## src/rtl/lmc_pkg.sv

```systemverilog
`timescale 1ns / 1ps
// ----------------------------------------------------------------------------
// lmc_pkg
// Shared types and constants for the LED-matrix chain frame controller.
// ----------------------------------------------------------------------------
package lmc_pkg;

	typedef enum logic [3:0] {
		ACT_SET_LED     = 4'd0,
		ACT_CLEAR_DEV   = 4'd1,
		ACT_WRITE_ROW   = 4'd2,
		ACT_SHIFT_LEFT  = 4'd3,
		ACT_SHIFT_RIGHT = 4'd4,
		ACT_ROTATE      = 4'd5,
		ACT_REFRESH     = 4'd6,
		ACT_INTENSITY   = 4'd7,
		ACT_SCANLIMIT   = 4'd8,
		ACT_SHUTDOWN    = 4'd9,
		ACT_RAW         = 4'd10
	} action_t;

	typedef enum logic [2:0] {
		ST_IDLE,
		ST_ONE,
		ST_CLR,
		ST_RD,
		ST_OP,
		ST_ROTW
	} state_t;

	typedef enum logic [2:0] {
		PH_LED,
		PH_PRE,
		PH_SHIFT,
		PH_ROTL,
		PH_REF
	} phase_t;

	localparam logic [3:0] REG_INTENSITY = 4'd10;
	localparam logic [3:0] REG_SCAN      = 4'd11;
	localparam logic [3:0] REG_SHUTDOWN  = 4'd12;
	localparam logic [7:0] INTENSITY_LIM = 8'd16;
	localparam logic [7:0] SCAN_LIM      = 8'd8;

endpackage

```

## src/rtl/lmc_row_mem.sv

```systemverilog
`timescale 1ns / 1ps
// ----------------------------------------------------------------------------
// lmc_row_mem
// Row bitmap store: one write and one registered read port; entries read as
// zero until first written.
// ----------------------------------------------------------------------------
module lmc_row_mem #(
	parameter int DEPTH = 64,
	parameter int AW    = 6
) (
	input  logic          clk,
	input  logic          arst_n,
	input  logic          we,
	input  logic [AW-1:0] waddr,
	input  logic [7:0]    wdata,
	input  logic          re,
	input  logic [AW-1:0] raddr,
	output logic [7:0]    rdata
);
	logic [7:0]       mem [DEPTH];
	logic [DEPTH-1:0] vld_q;
	logic [7:0]       rdata_q;
	logic             rvld_q;

	always_ff @(posedge clk) begin
		if (we) begin
			mem[waddr] <= wdata;
		end
		if (re) begin
			rdata_q <= mem[raddr];
		end
	end

	always_ff @(posedge clk or negedge arst_n) begin
		if (!arst_n) begin
			vld_q  <= '0;
			rvld_q <= 1'b0;
		end else begin
			if (we) begin
				vld_q[waddr] <= 1'b1;
			end
			if (re) begin
				rvld_q <= vld_q[raddr];
			end
		end
	end

	assign rdata = rvld_q ? rdata_q : 8'h00;

endmodule

```

## src/rtl/led_matrix_chain_frame_controller_top.sv

```systemverilog
`timescale 1ns / 1ps
// Single-register commands pass through ST_ONE; set_led through ST_RD and ST_OP.
// Refresh reads then emits each row in turn, waiting while the output is stalled.
// Shift: carry preload from one end chip, a rewrite of every row, then refresh.
// Rotate goes chip by chip. One item at a time; in_ready is high only when idle.
// Reset makes all row bitmaps read as zero and sets num_devices to 8.
// ----------------------------------------------------------------------------
// led_matrix_chain_frame_controller_top
// Keeps row bitmaps for a chain of LED-matrix driver chips and turns edit
// actions into register-write commands, one memory access per step.
// ----------------------------------------------------------------------------
module led_matrix_chain_frame_controller_top #(
	parameter int MAX_DEVICES = 8
) (
	input  logic       clk,
	input  logic       arst_n,
	input  logic       cfg_valid,
	output logic       cfg_ready,
	input  logic [3:0] cfg_data,
	input  logic       in_valid,
	output logic       in_ready,
	input  logic [3:0] action,
	input  logic [2:0] device,
	input  logic [2:0] row,
	input  logic [2:0] column,
	input  logic       led_on,
	input  logic [7:0] value,
	input  logic [3:0] opcode,
	output logic       out_valid,
	input  logic       out_ready,
	output logic [2:0] target_device,
	output logic [3:0] reg_opcode,
	output logic [7:0] reg_data,
	output logic       last
);
	import lmc_pkg::*;

	localparam int DEPTH = MAX_DEVICES * 8;
	localparam int AW    = $clog2(DEPTH);

	state_t        state_q, state_d;
	phase_t        phase_q, phase_d;
	logic          left_q, left_d;
	logic [AW-1:0] cnt_q, cnt_d;
	logic [2:0]    dev_q, dev_d;
	logic [2:0]    row_q, row_d;
	logic [2:0]    col_q, col_d;
	logic          on_q, on_d;
	logic [3:0]    cmd_op_q, cmd_op_d;
	logic [7:0]    cmd_data_q, cmd_data_d;
	logic [7:0]    carry_q;
	logic [7:0]    rb_q [8];
	logic [3:0]    num_dev_q;

	logic          out_valid_q;
	logic [2:0]    out_dev_q, out_dev_d;
	logic [3:0]    out_op_q, out_op_d;
	logic [7:0]    out_data_q, out_data_d;
	logic          out_last_q, out_last_d;
	logic          out_load, out_free;

	logic          mem_we, mem_re;
	logic [AW-1:0] mem_waddr, mem_raddr;
	logic [7:0]    mem_wdata, rdata;

	logic          carry_we, carry_bit, rb_we;
	logic [4:0]    n, nm1;
	logic [AW-1:0] last_idx;
	logic          dev_ok, acc;
	logic [7:0]    mask, rot_row;
	logic [2:0]    k;

	lmc_row_mem #(.DEPTH(DEPTH), .AW(AW)) u_mem (
		.clk   (clk),
		.arst_n(arst_n),
		.we    (mem_we),
		.waddr (mem_waddr),
		.wdata (mem_wdata),
		.re    (mem_re),
		.raddr (mem_raddr),
		.rdata (rdata)
	);

	// effective chain length, limited to 1..MAX_DEVICES
	always_comb begin
		if (num_dev_q == 4'd0) begin
			n = 5'd1;
		end else if ({1'b0, num_dev_q} > 5'(MAX_DEVICES)) begin
			n = 5'(MAX_DEVICES);
		end else begin
			n = {1'b0, num_dev_q};
		end
	end

	assign nm1      = n - 5'd1;
	assign last_idx = AW'({nm1, 3'b111});
	assign dev_ok   = {2'b00, device} < n;
	assign acc      = in_valid && in_ready;
	assign out_free = !out_valid_q || out_ready;
	assign mask     = 8'h80 >> col_q;
	assign k        = cnt_q[2:0];

	// column k (bit 7-k) of the loaded chip becomes row k
	always_comb begin
		for (int b = 0; b < 8; b++) begin
			rot_row[b] = rb_q[b][3'd7 - k];
		end
	end

	always_comb begin
		state_d    = state_q;
		phase_d    = phase_q;
		left_d     = left_q;
		cnt_d      = cnt_q;
		dev_d      = dev_q;
		row_d      = row_q;
		col_d      = col_q;
		on_d       = on_q;
		cmd_op_d   = cmd_op_q;
		cmd_data_d = cmd_data_q;
		mem_we     = 1'b0;
		mem_waddr  = cnt_q;
		mem_wdata  = 8'h00;
		mem_re     = 1'b0;
		mem_raddr  = cnt_q;
		carry_we   = 1'b0;
		carry_bit  = 1'b0;
		rb_we      = 1'b0;
		out_load   = 1'b0;
		out_dev_d  = dev_q;
		out_op_d   = cmd_op_q;
		out_data_d = cmd_data_q;
		out_last_d = 1'b1;

		case (state_q)
			ST_IDLE: begin
				if (acc) begin
					dev_d      = device;
					row_d      = row;
					col_d      = column;
					on_d       = led_on;
					cmd_data_d = value;
					cnt_d      = '0;
					case (action)
						ACT_SET_LED: begin
							if (dev_ok) begin
								phase_d = PH_LED;
								state_d = ST_RD;
							end
						end
						ACT_CLEAR_DEV: begin
							if (dev_ok) state_d = ST_CLR;
						end
						ACT_WRITE_ROW: begin
							if (dev_ok) begin
								mem_we    = 1'b1;
								mem_waddr = AW'({device, row});
								mem_wdata = value;
							end
						end
						ACT_SHIFT_LEFT, ACT_SHIFT_RIGHT: begin
							left_d  = (action == ACT_SHIFT_LEFT);
							phase_d = PH_PRE;
							state_d = ST_RD;
						end
						ACT_ROTATE: begin
							phase_d = PH_ROTL;
							state_d = ST_RD;
						end
						ACT_REFRESH: begin
							phase_d = PH_REF;
							state_d = ST_RD;
						end
						ACT_INTENSITY: begin
							cmd_op_d = REG_INTENSITY;
							if (dev_ok && value < INTENSITY_LIM) state_d = ST_ONE;
						end
						ACT_SCANLIMIT: begin
							cmd_op_d = REG_SCAN;
							if (dev_ok && value < SCAN_LIM) state_d = ST_ONE;
						end
						ACT_SHUTDOWN: begin
							cmd_op_d   = REG_SHUTDOWN;
							cmd_data_d = {7'd0, ~led_on};
							if (dev_ok) state_d = ST_ONE;
						end
						ACT_RAW: begin
							cmd_op_d = opcode;
							if (dev_ok) state_d = ST_ONE;
						end
						default: ;
					endcase
				end
			end
			ST_ONE: begin
				if (out_free) begin
					out_load = 1'b1;
					state_d  = ST_IDLE;
				end
			end
			ST_CLR: begin
				if (out_free) begin
					mem_we     = 1'b1;
					mem_waddr  = AW'({dev_q, k});
					out_load   = 1'b1;
					out_op_d   = {1'b0, k} + 4'd1;
					out_data_d = 8'h00;
					out_last_d = (k == 3'd7);
					cnt_d      = cnt_q + AW'(1);
					if (k == 3'd7) state_d = ST_IDLE;
				end
			end
			ST_RD: begin
				mem_re  = 1'b1;
				state_d = ST_OP;
				case (phase_q)
					PH_LED: mem_raddr = AW'({dev_q, row_q});
					PH_PRE: mem_raddr = left_q ? AW'({nm1, k}) : AW'(k);
					default: mem_raddr = cnt_q;
				endcase
			end
			ST_OP: begin
				case (phase_q)
					PH_LED: begin
						if (out_free) begin
							mem_we     = 1'b1;
							mem_waddr  = AW'({dev_q, row_q});
							mem_wdata  = on_q ? (rdata | mask) : (rdata & ~mask);
							out_load   = 1'b1;
							out_op_d   = {1'b0, row_q} + 4'd1;
							out_data_d = mem_wdata;
							state_d    = ST_IDLE;
						end
					end
					PH_PRE: begin
						carry_we  = 1'b1;
						carry_bit = left_q ? rdata[7] : rdata[0];
						state_d   = ST_RD;
						if (k == 3'd7) begin
							phase_d = PH_SHIFT;
							cnt_d   = left_q ? '0 : last_idx;
						end else begin
							cnt_d = cnt_q + AW'(1);
						end
					end
					PH_SHIFT: begin
						// rewrite the row and keep its outgoing bit for the row 8 further on
						mem_we    = 1'b1;
						mem_wdata = left_q ? {rdata[6:0], carry_q[k]} : {carry_q[k], rdata[7:1]};
						carry_we  = 1'b1;
						carry_bit = left_q ? rdata[7] : rdata[0];
						state_d   = ST_RD;
						if (left_q ? (cnt_q == last_idx) : (cnt_q == '0)) begin
							phase_d = PH_REF;
							cnt_d   = '0;
						end else begin
							cnt_d = left_q ? cnt_q + AW'(1) : cnt_q - AW'(1);
						end
					end
					PH_ROTL: begin
						rb_we = 1'b1;
						if (k == 3'd7) begin
							cnt_d   = cnt_q - AW'(7);
							state_d = ST_ROTW;
						end else begin
							cnt_d   = cnt_q + AW'(1);
							state_d = ST_RD;
						end
					end
					PH_REF: begin
						if (out_free) begin
							out_load   = 1'b1;
							out_dev_d  = 3'(cnt_q >> 3);
							out_op_d   = {1'b0, k} + 4'd1;
							out_data_d = rdata;
							out_last_d = (cnt_q == last_idx);
							cnt_d      = cnt_q + AW'(1);
							state_d    = (cnt_q == last_idx) ? ST_IDLE : ST_RD;
						end
					end
					default: state_d = ST_IDLE;
				endcase
			end
			ST_ROTW: begin
				mem_we    = 1'b1;
				mem_wdata = rot_row;
				cnt_d     = cnt_q + AW'(1);
				if (k == 3'd7) begin
					if (cnt_q == last_idx) begin
						state_d = ST_IDLE;
					end else begin
						phase_d = PH_ROTL;
						state_d = ST_RD;
					end
				end
			end
			default: state_d = ST_IDLE;
		endcase
	end

	always_ff @(posedge clk or negedge arst_n) begin
		if (!arst_n) begin
			state_q     <= ST_IDLE;
			phase_q     <= PH_LED;
			num_dev_q   <= 4'd8;
			out_valid_q <= 1'b0;
		end else begin
			state_q <= state_d;
			phase_q <= phase_d;
			if (cfg_valid && cfg_ready) begin
				num_dev_q <= cfg_data;
			end
			if (out_load) begin
				out_valid_q <= 1'b1;
			end else if (out_ready) begin
				out_valid_q <= 1'b0;
			end
		end
	end

	always_ff @(posedge clk) begin
		left_q     <= left_d;
		cnt_q      <= cnt_d;
		dev_q      <= dev_d;
		row_q      <= row_d;
		col_q      <= col_d;
		on_q       <= on_d;
		cmd_op_q   <= cmd_op_d;
		cmd_data_q <= cmd_data_d;
		if (carry_we) begin
			carry_q[k] <= carry_bit;
		end
		if (rb_we) begin
			rb_q[k] <= rdata;
		end
		if (out_load) begin
			out_dev_q  <= out_dev_d;
			out_op_q   <= out_op_d;
			out_data_q <= out_data_d;
			out_last_q <= out_last_d;
		end
	end

	assign cfg_ready     = 1'b1;
	assign in_ready      = (state_q == ST_IDLE);
	assign out_valid     = out_valid_q;
	assign target_device = out_dev_q;
	assign reg_opcode    = out_op_q;
	assign reg_data      = out_data_q;
	assign last          = out_last_q;

endmodule

```

## config.mk

```make
export PLATFORM = sky130hd
export DESIGN_NAME = led_matrix_chain_frame_controller_top
export DESIGN_NICKNAME = d
export VERILOG_FILES = /design/src/rtl/lmc_pkg.sv /design/src/rtl/lmc_row_mem.sv /design/src/rtl/led_matrix_chain_frame_controller_top.sv
export SDC_FILE = /design/constraint.sdc
export NUM_CORES = 1
export LEC_CHECK = 0
export BUFFER_PORTS_ARGS = -buffer_cell sky130_fd_sc_hd__buf_2
export CORE_ASPECT_RATIO = 1.25
export CORE_MARGIN = 2
export CORE_UTILIZATION = 35
export DETAILED_ROUTE_END_ITERATION = 12
export SETUP_SLACK_MARGIN = 0.3
export SYNTH_ARGS = -nofsm -noshare
export SYNTH_HDL_FRONTEND = slang
export SYNTH_SLANG_ARGS = --single-unit
```

## constraint.sdc

```tcl
create_clock -name clk -period 11.25 [get_ports clk]
set_input_delay 0.5625 -clock clk [delete_from_list [all_inputs] [get_ports clk]]
set_output_delay 0.5625 -clock clk [all_outputs]
set_load 0.03 [all_outputs]
```

==> reports/metrics.csv <==
metric;value;unit
status;completed;
share of layout cells above drive strength 1;0.154;
Async S/R FF share, synth;0.107;
post-route ant nets;0;
Hold Crit Class;input port to flip-flop;
wire length on met1;33800;um
largest stage delay on the critical path;0.99;ns
CTS tree;done;
largest family of logic cells by synthesized area;simple AND/OR/NAND/NOR gates;
P per Cell Area;253;nW/um^2
most frequent cells in the layout;637 x edfxtp_1, 296 x nand2_1, 150 x nor2_1;
slowest stage cell, crit path;nor2_1;
Syn Inst Count;2173;
critical path class;flip-flop to flip-flop;
Synth warnings;0;
WL met3;5570;um
Synth Cell Area;30800;um^2
final period utilization;0.478;
Synth cell types;94;
hold path start;column[0];
# setup viols final;0;
Synth Area in Adders;0.00325;
Num CTS Buffers;75;
fillcell total;8026;
first-pass GRT wire length;124000;um
Skew-Pair Late Insertion Delay;0.64;ns
Max Fanout on Critical Path;27;
area share of and/or/nand/nor cells after synthesis;0.114;
Bufs and invs on worst path;0;
H-tree depth;3;
Final Util;0.399;
cell breakdown of the critical path;nor3_2, nand4_1, nor2_1, or3_1, nand4_1, nor2_1;
DR vias;19100;
Slew HR;0.176;
Starting DRT DRC Count;2191;
Peak VDD IR;0.170;mV
initial antenna violation count;0;
crit end category;flip-flop;
met2 WL post-DR;40600;um
WL final;82600;um
Leak Pwr;0.0117;uW
CP arrival;5.62;ns
Root Buffer;clkbuf_16;
setup slack, reg-to-reg;5.87;ns
unrepaired setup endpoints after global routing;false;
RR Startpoint;state_q[0];
grt total ovfl;0;
Die Wd;269;um
reg2reg path depth;6;
Initial Utilization;0.353;
reg2reg end;u_mem.mem[63][6];
clock skew;0.0382;ns
pin count of the biggest net entering global routing;110;
mux cell area share after synthesis;0.0900;
GRT Resource Usage Total;0.181;
#FFs+latches synth;713;
commonest non-fill, non-tap cell in the layout;edfxtp_1;
EDFF count, synth;637;
CTS Buffer Depth;3;
Ports;54;
Final HPWL DP;52300;um
Hold Fails Final Rpt;0;
Cell Rows;121;
vias in the first global route;19100;
CP top delay family;simple AND/OR/NAND/NOR gates;
Vias/cell;5.57;
Startpoint Class;flip-flop;
final slew viol count;0;
Worst Tran Pin Value;1.22;ns
Die Y-Extent;336;um
syn nets;2216;
CTS Sinks;713;
port bufs;52;
Core Area;87200;um^2
critical path launch point;state_q[0];
max_cap viols;0;
Post-synth top flop;edfxtp_1;
Inserted Diodes;0;
Avg WL per Cell;24.1;um
XOR/XNOR share of the synthesized area;0.00597;
hold path endpoint;col_q[0];
drt pass-1 iters;6;
die area;90400;um^2
top sig layer;met4;
Synth Area in Compound Gates;0.0804;
Area Growth Syn to Fin;13.0;%
DRC violations left;0;
Worst Path Required;11.49;ns
crit path time final;5.38;ns
Synth Area per Inst;14.2;um^2
Min-Delay Path Depth;1;
GP Congestion;0.880;
sequential share of the synthesized area;0.683;
fmax;186;MHz
setup TNS;0;ns
CTS clk-pin slew, worst paths;0.06;ns
Nets;2242;
[synthesized netlist by cell type, drive strengths merged (9+ instances only)]
cell,count,area (um^2)
nand3,91,460
a2111oi,9,141
inv,24,90.1
or2,61,382
o22ai,13,81.3
mux2i,90,901
o21ai,70,373
nor2b,15,93.8
o211ai,32,240
mux4,74,1670
o31ai,9,67.6
a32oi,28,245
nor2,153,592
xnor2,15,131
buf,57,340
nand2,299,1130
a21oi,74,378
clkbuf,76,285
nand4,41,275
edfxtp,637,19100
a31oi,36,225
nand2b,12,75.1
dfrtp,75,1880
o221ai,11,96.3
nor3,22,120
mux2,18,206
[cell families after synthesis]
| logic type | after synthesis |
|---|---|
| compound gates | 352 |
| xor+xnor | 21 |
| fa+ha+maj | 8 |
| buf+inv | 159 |
| flops | 713 |
| mux | 182 |
| other cells | 1 |
| simple gates | 737 |
[state kept, by name, indices dropped and copies added, names as in the netlist, 6 cells and up]
register / count
reg_data: 8
u_mem.rdata_q: 8
u_mem.mem: 512
cmd_data_q: 8
u_mem.vld_q: 64
cnt_q: 6
rb_q: 64
carry_q: 8
[worst max-delay path by stage]
stage                       end  slack [ns]  depth (start not counted)
2_1_floorplan   u_mem.mem[0][3]        6.20                          8
3_3_place_gp       u_mem.rvld_q        6.13                         10
3_5_place_dp   u_mem.mem[55][4]        6.03                          6
4_1_cts        u_mem.mem[47][5]        6.02                          6
5_1_grt            u_mem.rvld_q        5.71                         10
6_report       u_mem.mem[63][6]        5.87                          6
[repair_timing]
action | CTS | global route
gates resized for setup | 0 | 0
setup buffers | 0 | 0
endpoints found under the hold margin | 41 | 0
hold buffers | 1 | 0
[through the flow]
stage / power, uW / instance area [um^2] / instances / hold WS (ns) / worst slack [ns]
finish: 8790 / 34800 / 3430 / 0.123 / 5.87
global route: 9170 / 34800 / 3430 / 0.114 / 5.71
CTS: 8820 / 34800 / 3430 / 0.0967 / 6.02
detailed placement: 6310 / 32300 / 3289 / 0.447 / 6.03
global placement: 6280 / 32300 / 3289 / 0.441 / 6.13
floorplan: 5380 / 30800 / 2173 / 0.267 / 6.20
[worst reg2reg max path, cell delays in order (launching register included)]
cell	delay, ns
dfrtp_1	0.71
nor3_2	0.64
nand4_1	0.37
nor2_1	0.79
or3_1	0.51
nand4_1	0.96
nor2_1	1.00
[cell type report]
cell class                      count  area [um^2]  area share
Clock buffer                      103         2080      0.0597
Clock inverter                     37          419      0.0120
Inverter                           26         97.6     0.00280
Multi-Input combinational cell   1301         9210       0.265
Sequential cell                   713        21000       0.604
Tap cell                         1168         1460      0.0420
Timing Repair Buffer               82          503      0.0145
[where the power goes]
group / switching (uW) / leakage (uW) / total [uW] / internal (uW)
combinational: 2010 / 0.00377 / 2990 / 979
clock: 1030 / 0.00121 / 2510 / 1480
sequential: 157 / 0.00673 / 3300 / 3140
total: 3190 / 0.0117 / 8790 / 5600
[routing by layer]
metal  GRT usage  vias to the layer above
met5           0                        -
met4      0.0686                        0
met3      0.0281                      144
met2       0.308                      769
met1       0.235                     9793
li1            -                     8407
Power figures use the tool's default switching activity.
